===== src/sv/bpds_pkg.sv =====
`default_nettype none
package bpds_pkg;

   // field widths
   localparam int WORD_W      = 16;
   localparam int CC_W        = 7;
   localparam int LEVEL_W     = 8;
   localparam int LOW_SHIFT   = 12;
   localparam int CC_LSB      = 9;
   localparam int PROD_W      = WORD_W + LEVEL_W;
   localparam int DIV_STEPS   = PROD_W;
   localparam int STEP_CNT_W  = $clog2(DIV_STEPS);

   // stream widths
   localparam int REQ_TDATA_W = 2 * WORD_W;
   localparam int RSP_FIELD_W = CC_W + 2 * WORD_W + LEVEL_W;
   localparam int RSP_TDATA_W = ((RSP_FIELD_W + 7) / 8) * 8;

   localparam logic [WORD_W-1:0]  FULL_CODE = '1;
   localparam logic [LEVEL_W-1:0] LED_SPAN  = 8'd255;

   // controller to datapath commands
   typedef struct packed {
      logic load;      // capture the sample of an accepted word
      logic calib;     // capture baseline and full scale
      logic compare;   // form excursions and the dividend
      logic step;      // one restoring division step
      logic out_load;  // move the result into the output register
   } cmd_type;

endpackage
`default_nettype wire


===== src/sv/bpds_ctrl.sv =====
`default_nettype none
module bpds_ctrl (
   input  wire logic             clock,
   input  wire logic             reset,
   input  wire logic             req_tvalid,
   output logic                  req_tready,
   output logic                  rsp_tvalid,
   input  wire logic             rsp_tready,
   output bpds_pkg::cmd_type     cmd
);
   import bpds_pkg::*;

   typedef enum logic [3:0] {
      ST_IDLE    = 4'b0001,
      ST_COMPARE = 4'b0010,
      ST_DIVIDE  = 4'b0100,
      ST_FINISH  = 4'b1000
   } state_type;

   typedef enum logic [1:0] {
      PH_WAIT  = 2'd0,
      PH_BASE  = 2'd1,
      PH_READY = 2'd2
   } phase_type;

   state_type              state_ff, state_in;
   phase_type              phase_ff, phase_in;
   logic [STEP_CNT_W-1:0]  cnt_ff, cnt_in;
   logic                   out_valid_ff, out_valid_in;
   logic                   accept;

   assign req_tready = (state_ff == ST_IDLE);
   assign rsp_tvalid = out_valid_ff;
   assign accept     = req_tvalid && req_tready;

   // sequencer
   always_comb begin
      state_in = state_ff;
      phase_in = phase_ff;
      cnt_in   = cnt_ff;
      cmd      = '0;
      case (state_ff)
         ST_IDLE: begin
            if (accept) begin
               cmd.load  = 1'b1;
               cmd.calib = (phase_ff == PH_BASE);
               if (phase_ff == PH_WAIT) begin
                  phase_in = PH_BASE;
               end else if (phase_ff == PH_BASE) begin
                  phase_in = PH_READY;
               end
               state_in = ST_COMPARE;
            end
         end
         ST_COMPARE: begin
            cmd.compare = 1'b1;
            cnt_in      = '0;
            state_in    = ST_DIVIDE;
         end
         ST_DIVIDE: begin
            cmd.step = 1'b1;
            cnt_in   = cnt_ff + STEP_CNT_W'(1);
            if (cnt_ff == STEP_CNT_W'(DIV_STEPS - 1)) begin
               state_in = ST_FINISH;
            end
         end
         ST_FINISH: begin
            if (!out_valid_ff || rsp_tready) begin
               cmd.out_load = 1'b1;
               state_in     = ST_IDLE;
            end
         end
         default: begin
            state_in = ST_IDLE;
         end
      endcase
   end

   // output word valid flag
   always_comb begin
      out_valid_in = out_valid_ff;
      if (cmd.out_load) begin
         out_valid_in = 1'b1;
      end else if (rsp_tready) begin
         out_valid_in = 1'b0;
      end
   end

   always_ff @(posedge clock) begin
      if (reset) begin
         state_ff     <= ST_IDLE;
         phase_ff     <= PH_WAIT;
         cnt_ff       <= '0;
         out_valid_ff <= 1'b0;
      end else begin
         state_ff     <= state_in;
         phase_ff     <= phase_in;
         cnt_ff       <= cnt_in;
         out_valid_ff <= out_valid_in;
      end
   end

endmodule
`default_nettype wire


===== src/sv/bpds_dp.sv =====
`default_nettype none
module bpds_dp (
   input  wire logic                              clock,
   input  wire logic                              reset,
   input  wire bpds_pkg::cmd_type                 cmd,
   input  wire logic [bpds_pkg::REQ_TDATA_W-1:0]  req_tdata,
   input  wire logic                              csr_wr_en,
   input  wire logic [bpds_pkg::WORD_W-1:0]       csr_wr_data,
   output logic [bpds_pkg::RSP_TDATA_W-1:0]       rsp_tdata,
   output logic                                   rsp_tuser
);
   import bpds_pkg::*;

   logic [WORD_W-1:0]   deadband_ff;
   logic [WORD_W-1:0]   baseline_ff;
   logic [WORD_W-1:0]   full_scale_ff;
   logic [WORD_W-1:0]   sample_ff;
   logic [WORD_W-1:0]   sample_in;
   logic [WORD_W-1:0]   up_ff, up_in;
   logic [WORD_W-1:0]   down_ff, down_in;
   logic [PROD_W-1:0]   dvd_ff, dvd_in;
   logic [WORD_W-1:0]   rem_ff, rem_in;
   logic [WORD_W:0]     trial;
   logic                fits;
   logic signed [WORD_W+1:0] s_ext, low_edge, high_edge, diff_lo, diff_hi;
   logic [CC_W-1:0]     cc_ff;
   logic [WORD_W-1:0]   out_up_ff, out_down_ff;
   logic                led_write_ff, led_write_in;
   logic [LEVEL_W-1:0]  led_level_ff, led_level_in;

   // sample assembly: high word bits 11..0 over low word bits 15..12
   assign sample_in = {req_tdata[WORD_W-LOW_SHIFT+LOW_SHIFT-5:0],
                       req_tdata[REQ_TDATA_W-1 -: (WORD_W-LOW_SHIFT)]};

   // deadband register
   always_ff @(posedge clock) begin
      if (reset) begin
         deadband_ff <= '0;
      end else if (csr_wr_en) begin
         deadband_ff <= csr_wr_data;
      end
   end

   // calibration capture
   always_ff @(posedge clock) begin
      if (reset) begin
         baseline_ff   <= '0;
         full_scale_ff <= '0;
      end else if (cmd.calib) begin
         baseline_ff   <= sample_in;
         full_scale_ff <= FULL_CODE - sample_in + deadband_ff;
      end
   end

   always_ff @(posedge clock) begin
      if (cmd.load) begin
         sample_ff <= sample_in;
      end
   end

   // deadband compare in 18-bit signed
   always_comb begin
      s_ext     = $signed({2'b00, sample_ff});
      low_edge  = $signed({2'b00, baseline_ff}) - $signed({2'b00, deadband_ff});
      high_edge = $signed({2'b00, baseline_ff}) + $signed({2'b00, deadband_ff});
      diff_lo   = low_edge - s_ext;
      diff_hi   = s_ext - high_edge;
      up_in     = '0;
      down_in   = '0;
      if (s_ext < low_edge) begin
         down_in = diff_lo[WORD_W-1:0];
      end else if (s_ext > high_edge) begin
         up_in = diff_hi[WORD_W-1:0];
      end
   end

   // restoring divider, quotient shifts into the dividend register
   always_comb begin
      trial  = {rem_ff, dvd_ff[PROD_W-1]};
      fits   = (trial >= {1'b0, full_scale_ff});
      rem_in = rem_ff;
      dvd_in = dvd_ff;
      if (cmd.compare) begin
         rem_in = '0;
         dvd_in = PROD_W'(up_in) * PROD_W'(LED_SPAN);
      end else if (cmd.step) begin
         if (fits) begin
            rem_in = WORD_W'(trial - {1'b0, full_scale_ff});
         end else begin
            rem_in = trial[WORD_W-1:0];
         end
         dvd_in = {dvd_ff[PROD_W-2:0], fits};
      end
   end

   always_ff @(posedge clock) begin
      rem_ff <= rem_in;
      dvd_ff <= dvd_in;
      if (cmd.compare) begin
         up_ff   <= up_in;
         down_ff <= down_in;
      end
   end

   // led rule
   always_comb begin
      led_write_in = 1'b0;
      led_level_in = '0;
      if ((up_ff == '0) && (down_ff == '0)) begin
         led_write_in = 1'b1;
      end else if ((up_ff != '0) && (full_scale_ff != '0)) begin
         led_write_in = 1'b1;
         led_level_in = dvd_ff[LEVEL_W:1];
      end
   end

   // output register
   always_ff @(posedge clock) begin
      if (cmd.out_load) begin
         cc_ff        <= up_ff[CC_LSB +: CC_W];
         out_up_ff    <= up_ff;
         out_down_ff  <= down_ff;
         led_write_ff <= led_write_in;
         led_level_ff <= led_level_in;
      end
   end

   assign rsp_tdata = RSP_TDATA_W'({led_level_ff, out_down_ff, out_up_ff, cc_ff});
   assign rsp_tuser = led_write_ff;

endmodule
`default_nettype wire


===== src/sv/breath_pressure_deadband_scaler_core.sv =====
`default_nettype none
// channel   dir  handshake                 payload
// req       in   req_tvalid / req_tready   req_tdata: high_word, low_word
// rsp       out  rsp_tvalid / rsp_tready   rsp_tdata: cc_value, excursions, led_level
//                                          rsp_tuser: led_write
// csr       in   csr_wr_en                 csr_wr_data: deadband
//
// one word passes through accept, compare, 24 steps of the restoring divider
// for the led level, then the move into the output register.
// a finished word waits in the output register while the next word is taken.
// reset (synchronous) clears the calibration phase, baseline, full scale and
// deadband; the first word after reset is taken at once.
module breath_pressure_deadband_scaler_core (
   input  wire logic                              clock,
   input  wire logic                              reset,
   input  wire logic                              req_tvalid,
   output logic                                   req_tready,
   // [15:0] high_word, [31:16] low_word
   input  wire logic [bpds_pkg::REQ_TDATA_W-1:0]  req_tdata,
   output logic                                   rsp_tvalid,
   input  wire logic                              rsp_tready,
   // [6:0] cc_value, [22:7] excursion_up, [38:23] excursion_down,
   // [46:39] led_level, [47] zero
   output logic [bpds_pkg::RSP_TDATA_W-1:0]       rsp_tdata,
   // [0] led_write
   output logic                                   rsp_tuser,
   input  wire logic                              csr_wr_en,
   input  wire logic [bpds_pkg::WORD_W-1:0]       csr_wr_data
);
   import bpds_pkg::*;

   cmd_type cmd;

   // sequencer
   bpds_ctrl u_ctrl (
      .clock      (clock),
      .reset      (reset),
      .req_tvalid (req_tvalid),
      .req_tready (req_tready),
      .rsp_tvalid (rsp_tvalid),
      .rsp_tready (rsp_tready),
      .cmd        (cmd)
   );

   // arithmetic and state
   bpds_dp u_dp (
      .clock       (clock),
      .reset       (reset),
      .cmd         (cmd),
      .req_tdata   (req_tdata),
      .csr_wr_en   (csr_wr_en),
      .csr_wr_data (csr_wr_data),
      .rsp_tdata   (rsp_tdata),
      .rsp_tuser   (rsp_tuser)
   );

endmodule
`default_nettype wire


===== config.mk =====
export PLATFORM = sky130hd
export DESIGN_NAME = breath_pressure_deadband_scaler_core
export DESIGN_NICKNAME = d
export VERILOG_FILES = /design/src/sv/bpds_pkg.sv /design/src/sv/bpds_ctrl.sv /design/src/sv/bpds_dp.sv /design/src/sv/breath_pressure_deadband_scaler_core.sv
export SDC_FILE = /design/constraint.sdc
export NUM_CORES = 1
export LEC_CHECK = 0
export ABC_AREA = 0
export BUFFER_PORTS_ARGS = -buffer_cell sky130_fd_sc_hd__buf_2
export CORE_ASPECT_RATIO = 1.1
export CORE_MARGIN = 3
export CORE_UTILIZATION = 55
export CTS_BUF_LIST = sky130_fd_sc_hd__clkbuf_8
export CTS_CLUSTER_SIZE = 25
export DETAILED_ROUTE_END_ITERATION = 16
export PLACE_DENSITY = 0.76
export REMOVE_ABC_BUFFERS = 1
export SYNTH_ARGS = -nofsm -noshare
export SYNTH_HDL_FRONTEND = slang
export SYNTH_SLANG_ARGS = --single-unit

===== constraint.sdc =====
create_clock -name clock -period 20.9 [get_ports clock]
set_input_delay 1.045 -clock clock [delete_from_list [all_inputs] [get_ports clock]]
set_output_delay 1.045 -clock clock [all_outputs]
set_load 0.02 [all_outputs]

==> impl_metrics.csv, run 1 <==
group,metric,value,unit
global_routing,antenna_found_initial,0,
timing,period_share,47.4,%
yosys,ys_seq_area_share,32.8,%
job,maxCapViolCount,0,
die,dieHeight,179,microns
die,fp.dieW,163,microns
global_routing,grt_pass1_wl,53400,microns
critical_path,crit_fanout,30,
yosys,synth-async-reset-ratio,0,%
detailed_routing,drt_iter0_drc,502,
critical_path,cpPeakStageDelay,0.73,ns
hold_path,min_to,"u_dp.out_up_ff[9]",
critical_path,crit_type,"reg -> reg",
detailed_routing,ant_nets,0,
die,fp-row-count,62,
critical_path,path_buf_inv,4,
hold_path,hp-start,"u_dp.up_ff[9]",
critical_path,crit_arrival,10.27,ns
die,initial_core_util,56.6,%
timing,slew_headroom,18.7,%
timing,fmax,101,MHz
layout,final_nets,1956,
placement,portBuffers,86,
status,status,"finished, final reports clean",
yosys,synth.distinct_cells,82,
clocking,ctsHoldBuffers,0,
clocking,cts.path.max_buffers,2,
detailed_routing,drtPass1Iterations,7,
die,io_pins,104,
global_routing,grt_overflow,0,
layout,drive_gt1_share,8.60,%
timing,rsz0062_at_grt,"no",
die,die_area,29200,sq um
clocking,post_cts_buffers,0,
critical_path,timing.rr.end,"u_dp.dvd_ff[21]",
timing,fin_tns_setup,0,ns
hold_path,holdPathStages,0,
clocking,cts_tree,"yes",
yosys,syn_area_per_cell,9.28,sq um
hold_path,holdCritPathClass,"reg -> reg",
global_routing,grt_util_all_layers,22.6,%
detailed_routing,vias,11600,
timing,min_period,9.91,ns
yosys,ys.flop_type,"edfxtp_1",
global_routing,grt_pass1_vias,11500,
critical_path,worst_r2r_path_depth,29,
yosys,synth_cells,1613,
timing,setup_viol,0,
critical_path,r2r-start,"u_dp.deadband_ff[1]",
timing,finClkSkew,0.0187,ns
yosys,synth_edf_count,113,
yosys,synth.area.top_cells,"edfxtp_1 (23%), ha_1 (13%), dfxtp_1 (10%), fa_1 (9.9%), inv_1 (5.7%)",
yosys,ys_seq_elements,189,
clocking,ctsResizeCount,0,
clocking,cts.sink_count,189,
clocking,root_buffer,"clkbuf_8",
detailed_routing,wire_per_inst,15.8,microns
detailed_routing,wirelength,32200,microns
critical_path,required,21.25,ns
yosys,ys_warn_count,0,
timing,worst_slew_pin_slew,1.21,ns
yosys,yosysTopAreaCell,"edfxtp_1",
clocking,htree_levels,4,
clocking,clk-insertion-delay-late,0.49,ns
detailed_routing,via_per_inst,5.68,
layout,antenna_cells,0,
die,core_region_area,26500,sq um
yosys,synth_area,15000,sq um
critical_path,cp_slowest_cell,"fa_1",
placement,place.gp.congestion,0.926,
critical_path,critPathLaunchType,"register",
clocking,cts_made_buffers,17,
detailed_routing,drc,0,
yosys,synth_top_area_share,22.7,%
layout,nFillCells,2197,
placement,dp_hpwl,25700,microns
global_routing,grt_max_degree,65,
timing,slew_violations,0,
critical_path,cp-end-kind,"register",
critical_path,rrSetupSlack,10.99,ns
clocking,clk_pin_slew,0.11,ns
critical_path,crit_family,"compound AO/OA/AOI/OAI gates",
layout,area_growth,7.27,%
timing,hold_violations,0,
[per-layer routing]
| layer | share of wire, % | track usage, % |
|---|---|---|
| met1 | 42 | 27.3 |
| met5 | 0 | 0 |
| met2 | 49 | 40.2 |
| met4 | 4.6 | 10.8 |
| met3 | 4.1 | 2.54 |
[cells in the mapped netlist (13+ instances only)]
library cell    n
inv_1         226
ha_1          155
nand2_1       134
nor2_1        116
edfxtp_1      113
a21oi_1        94
dfxtp_1        76
fa_1           74
o21ai_0        60
xnor2_1        48
nor3_1         45
nand3_1        33
clkbuf_1       31
xor2_1         30
and3_1         26
a211oi_1       24
a21o_1         20
mux2i_1        18
nand2b_1       18
nor2b_1        18
nor4_1         18
o21a_1         18
o211ai_1       17
o31ai_1        15
or3_1          14
nand4_1        13
[area by class of cell]
class / instances / area [sq um] / share of cell area, %
sequential: 189 / 4910 / 30.6
clock buffer: 17 / 234 / 1.46
inverter: 227 / 852 / 5.31
timing repair buffer: 93 / 483 / 3.01
tap: 352 / 440 / 2.74
multi-input combinational: 1146 / 8970 / 55.9
clock inverter: 15 / 163 / 1.01
[stage by stage]
stage,hold slack [ns],cells,instance area [sq um],utilization [%],setup slack (ns)
after floorplan,0.426,1562,14700,-,12.48
after global placement,0.429,2007,15700,59.2,11.17
after detailed placement,0.435,2007,15700,59.2,11.03
after CTS,0.450,2039,16100,60.7,10.99
after global routing,0.448,2039,16100,60.7,10.22
final,0.449,2039,16100,60.7,10.99
[worst max path at each step]
stage / from / to / slack [ns] / depth (start not counted)
after floorplan: u_dp.deadband_ff[1] / u_dp.dvd_ff[21] / 12.48 / 30
after global placement: u_dp.deadband_ff[1] / u_dp.dvd_ff[21] / 11.17 / 29
after detailed placement: u_dp.deadband_ff[1] / u_dp.dvd_ff[21] / 11.03 / 29
after CTS: u_dp.deadband_ff[1] / u_dp.dvd_ff[21] / 10.99 / 29
after global routing: u_dp.deadband_ff[1] / u_dp.dvd_ff[21] / 10.22 / 30
final: u_dp.deadband_ff[1] / u_dp.dvd_ff[21] / 10.99 / 29
[registers in the layout (all words and copies together) (netlist names)]
name,cells
u_dp.rem_ff,16
u_dp.rsp_tuser,1
u_dp.deadband_ff,16
u_dp.dvd_ff,24
u_dp.up_ff,16
u_ctrl.rsp_tvalid,1
u_ctrl.cnt_ff,5
u_ctrl.phase_ff,2
u_dp.sample_ff,16
u_dp.down_ff,16
u_ctrl.state_ff,4
u_dp.out_down_ff,16
u_dp.baseline_ff,16
u_dp.out_up_ff,16
u_dp.led_level_ff,8
u_dp.full_scale_ff,16
[cell usage in the layout, fill, tap and decap left out, drive strengths merged, types with 16 or more instances in the layout]
cell type,instances
nor4,18
a21o,20
o211ai,17
a21oi,94
and3,26
o21ai,71
clkbuf,17
mux2i,18
ha,155
o31ai,16
xor2,30
buf,93
edfxtp,113
dfxtp,76
nand3,33
inv,238
nand2b,18
a211oi,24
nor2,116
nand2,135
nor2b,18
fa,74
o21a,18
nor3,45
xnor2,48
[cell families (layout without fill, tap and decap cells)]
| family | after synthesis | after routing | synth area share [%] |
|---|---|---|---|
| compound gates | 351 | 351 | 16.0 |
| xor+xnor | 78 | 78 | 4.56 |
| fa+ha+maj | 229 | 229 | 22.9 |
| buf+inv | 278 | 352 | 7.35 |
| flops | 189 | 189 | 32.8 |
| mux | 18 | 18 | 1.20 |
| other cells | 1 | 1 | 0.0251 |
| simple gates | 469 | 469 | 15.2 |
Power of run 1 is not shown: default switching activity piles up to over one toggle a cycle in this logic, so the estimate is an artifact.
==> inputs of run 2 (changes only) <==
clock period = 9.95 ns   (was 20.9 ns; I/O delays follow)
==> run 2 against run 1 <==
Via count shrank 0.32%. Critical path depth increased by 4. Non-clock buffer count rose by 6. Maximum frequency rose by 7.9%. Register-to-register slack worse by 10 ns. Critical path type unchanged. Highest routed layer unchanged.
==> impl_metrics.csv, run 2 (synthesis gave the netlist of run 1 again) <==
group,metric,value,unit
clocking,ctsHoldBuffers,0,
clocking,cts.path.max_buffers,2,
clocking,clk-insertion-delay-late,0.48,ns
die,io_pins,104,
detailed_routing,via_per_inst,5.64,
timing,fin_tns_setup,0,ns
critical_path,cpPeakStageDelay,0.58,ns
critical_path,crit_arrival,9.55,ns
layout,final_nets,1962,
hold_path,holdCritPathClass,"in -> reg",
global_routing,grt_pass1_vias,11300,
placement,place.gp.congestion,0.896,
critical_path,r2r-start,"u_dp.deadband_ff[2]",
global_routing,grt_max_degree,65,
critical_path,cp-end-kind,"register",
critical_path,crit_type,"reg -> reg",
hold_path,hp-start,"req_tdata[1]",
timing,rsz0062_at_grt,"no",
clocking,cts_made_buffers,17,
timing,period_share,92.4,%
critical_path,cp_slowest_cell,"fa_1",
global_routing,grt_pass1_wl,53700,microns
clocking,clk_pin_slew,0.13,ns
detailed_routing,drtPass1Iterations,7,
detailed_routing,ant_nets,0,
detailed_routing,drt_iter0_drc,558,
global_routing,grt_util_all_layers,22.8,%
die,dieHeight,179,microns
layout,antenna_cells,0,
layout,regMostFlops,"u_dp.dvd_ff",
detailed_routing,drc,0,
hold_path,holdPathStages,1,
timing,min_period,9.19,ns
timing,setup_ws,0.758,ns
detailed_routing,wire_per_inst,15.9,microns
timing,fmax,109,MHz
placement,dp_slack,0.632,ns
global_routing,grt_overflow,0,
critical_path,worst_r2r_path_depth,33,
layout,area_growth,7.84,%
placement,portBuffers,86,
critical_path,critPathLaunch,"u_dp.deadband_ff[2]",
detailed_routing,vias,11500,
clocking,root_buffer,"clkbuf_8",
placement,dp_hpwl,25900,microns
die,core_region_area,26500,sq um
timing,setup_viol,0,
critical_path,crit_fanout,19,
layout,drive_gt1_share,9.04,%
status,status,"finished, final reports clean",
critical_path,critPathLaunchType,"register",
die,die_area,29200,sq um
clocking,cts_tree,"yes",
layout,layout_commonest_cell,"inv_1",
die,fp-row-count,62,
critical_path,cp_common_cell,"inv_1",
die,initial_core_util,56.6,%
job,maxCapViolCount,0,
timing,hold_violations,0,
clocking,htree_levels,4,
layout,nFillCells,2285,
global_routing,antenna_found_initial,0,
timing,slew_headroom,22.4,%
clocking,cts.sink_count,189,
layout,layout_common_cells,"inv_1 (226), ha_1 (155), nand2_1 (134)",
detailed_routing,wirelength,32500,microns
timing,slew_violations,0,
critical_path,required,10.30,ns
die,fp.dieW,163,microns
timing,finClkSkew,0.0254,ns
layout,largest_reg_flops,24,
timing,worst_slew_pin_slew,1.16,ns
run 2: worst max-delay path: cells and delay by family (launching register included):
family / cells / cell delay (ns)
flip-flops: 1 / 0.43
AND/OR/NAND/NOR: 6 / 1.17
buffers and inverters: 6 / 0.50
AO/OA/AOI/OAI: 14 / 3.68
adder cells (fa/ha/maj): 7 / 3.26
run 2: timing repair:
item                       in CTS  in global routing
setup endpoints to repair       0                  1
gates resized for setup         0                  1
buffers inserted                0                  0
run 2: cell type report:
type	count	area [sq um]	share of cell area, %
Clock buffer	17	234	1.45
Clock inverter	15	201	1.25
Inverter	227	852	5.28
Multi-Input combinational cell	1146	8970	55.6
Sequential cell	189	4910	30.4
Tap cell	352	440	2.73
Timing Repair Buffer	99	528	3.27
run 2: metrics by stage:
| step | std cells | area, sq um | utilization [%] | hold slack, ns |
|---|---|---|---|---|
| finish | 2045 | 16100 | 61.0 | 0.220 |
| global route | 2045 | 16100 | 61.0 | 0.208 |
| CTS | 2045 | 16100 | 61.0 | 0.193 |
| detailed placement | 2013 | 15700 | 59.4 | 0.437 |
| global placement | 2013 | 15700 | 59.4 | 0.433 |
| floorplan | 1562 | 14700 | - | 0.426 |
run 2: final timing paths:
kind	end	slack [ns]
max reg2reg	u_dp.dvd_ff[21]	0.76
min reg2reg	u_dp.out_down_ff[14]	0.46
min	u_dp.sample_ff[5]	0.22
max	u_dp.dvd_ff[21]	0.76
run 2: layer usage:
layer | global-route usage, % | wire length [microns] | vias up
met3 | 2.54 | 1270 | 60
met2 | 40.2 | 16200 | 274
met4 | 10.0 | 1160 | 0
met1 | 28.2 | 13900 | 5454
li1 | - | - | 5754
met5 | 0 | 0 | -
Power of run 2 is left out for the same reason.
==> inputs of run 3 (changes only) <==
CORE_MARGIN = 5   (was 3)
SKIP_CTS_REPAIR_TIMING = 1   (was unset)
==> run 3 against run 2 <==
Maximum frequency fell by 1.5%. Register-to-register slack got worse by 0.14 ns. Utilization fell by 0.97 points. Sequential share of layout area barely moved. Worst setup slack got worse by 0.14 ns. First-iteration DRC count rose by 11%. Routed wire length rose by 1.4%. Flip-flop and latch count did not move. Final cell count rose by 0.20%. Critical path type unchanged. Critical endpoint unchanged. Largest cell class unchanged.
==> impl_metrics.csv, run 3 (synthesis gave the netlist of run 1 again) <==
group,metric,value,unit
global_routing,grt_pass1_wl,55400,microns
layout,drive_gt1_share,8.92,%
global_routing,grt_overflow,0,
critical_path,crit_type,"reg -> reg",
critical_path,timing.rr.end,"u_dp.dvd_ff[21]",
timing,slew_headroom,18.9,%
detailed_routing,drtPass1Iterations,5,
hold_path,holdPathStages,1,
timing,period_share,93.7,%
hold_path,hp-start,"req_tdata[0]",
global_routing,grt_util_all_layers,22.0,%
clocking,root_buffer,"clkbuf_8",
timing,min_period,9.33,ns
timing,slew_violations,0,
critical_path,crit_fanout,19,
layout,final_nets,1961,
die,dieHeight,183,microns
critical_path,required,10.32,ns
clocking,cts.sink_count,189,
timing,hold_violations,0,
hold_path,holdCritPathClass,"in -> reg",
layout,layout_commonest_cell,"inv_1",
hold_path,min_to,"u_dp.sample_ff[4]",
die,core_region_area,26900,sq um
timing,worst_slew_pin_slew,1.21,ns
layout,largest_reg_flops,24,
timing,rsz0062_at_grt,"no",
placement,dp_cells,2017,
timing,fin_tns_setup,0,ns
clocking,htree_levels,4,
placement,place.gp.congestion,0.937,
global_routing,grt_max_degree,65,
layout,layout_common_cells,"inv_1 (226), ha_1 (155), nand2_1 (134)",
placement,portBuffers,86,
critical_path,cp-end-kind,"register",
status,status,"finished, final reports clean",
timing,fmax,107,MHz
detailed_routing,drt_iter0_drc,618,
global_routing,grt_pass1_vias,11600,
critical_path,critPathLaunchType,"register",
detailed_routing,vias,11500,
die,fp.dieW,167,microns
detailed_routing,wire_per_inst,16.1,microns
die,fp-row-count,63,
placement,dp_hpwl,26200,microns
detailed_routing,drc,0,
detailed_routing,via_per_inst,5.63,
placement,dp_slack,0.730,ns
layout,antenna_cells,0,
critical_path,r2r-start,"u_dp.deadband_ff[2]",
timing,whs,0.213,ns
layout,area_growth,7.83,%
die,die_area,30600,sq um
layout,regMostFlops,"u_dp.dvd_ff",
global_routing,antenna_found_initial,0,
timing,setup_viol,0,
job,maxCapViolCount,0,
critical_path,crit_arrival,9.70,ns
clocking,clk_pin_slew,0.12,ns
critical_path,cp_slowest_cell,"fa_1",
timing,setup_ws,0.622,ns
critical_path,worst_r2r_path_depth,30,
clocking,cts_tree,"yes",
critical_path,rrSetupSlack,0.62,ns
critical_path,cpPeakStageDelay,0.71,ns
die,io_pins,104,
clocking,cts.path.max_buffers,2,
timing,finClkSkew,0.0192,ns
detailed_routing,ant_nets,0,
layout,final_cells,2049,
die,initial_core_util,55.7,%
clocking,clk-insertion-delay-late,0.50,ns
detailed_routing,wirelength,32900,microns
clocking,cts_made_buffers,17,
## run 3: final cells by class
type	instances	area (sq um)
Clock buffer	17	234
Tap cell	357	447
Inverter	227	852
Sequential cell	189	4910
Clock inverter	15	203
Fill cell	2305	10700
Multi-Input combinational cell	1146	8970
Timing Repair Buffer	98	520
## run 3: metal layers
metal / GRT usage [%] / vias to the layer above / share of wire (%)
li1: - / 5768 / -
met1: 26.9 / 5471 / 42
met2: 40.0 / 249 / 51
met3: 2.39 / 54 / 3.9
met4: 8.12 / 0 / 3.1
met5: 0 / - / 0
## run 3: how the worst max path moves through the flow
stage                   startpoint              end  slack [ns]  cells past startpoint
5_1_grt        u_dp.deadband_ff[2]  u_dp.dvd_ff[21]        0.08                     30
3_3_place_gp   u_dp.deadband_ff[3]  u_dp.dvd_ff[21]        0.79                     30
3_5_place_dp   u_dp.deadband_ff[2]  u_dp.dvd_ff[21]        0.73                     30
6_report       u_dp.deadband_ff[2]  u_dp.dvd_ff[21]        0.62                     30
2_1_floorplan  u_dp.deadband_ff[1]  u_dp.dvd_ff[21]        1.53                     30
4_1_cts        u_dp.deadband_ff[2]  u_dp.dvd_ff[21]        0.68                     30
## run 3: worst max-delay path, delay by kind of cell, from the launching register on
| family | cells | cell delay (ns) |
|---|---|---|
| and+or+nand+nor | 4 | 0.86 |
| buffers and inverters | 4 | 0.24 |
| AOI/OAI and AO/OA | 15 | 4.37 |
| adders and majority gates | 7 | 3.26 |
| DFF | 1 | 0.45 |
## run 3: per-stage QoR
stage               instance area [sq um]  util, %
CTS                                 16100     60.0
finish                              16100     60.0
global placement                    15700     58.4
global route                        16100     60.0
detailed placement                  15700     58.4
floorplan                           14700        -
Power of run 3 is left out for the same reason.
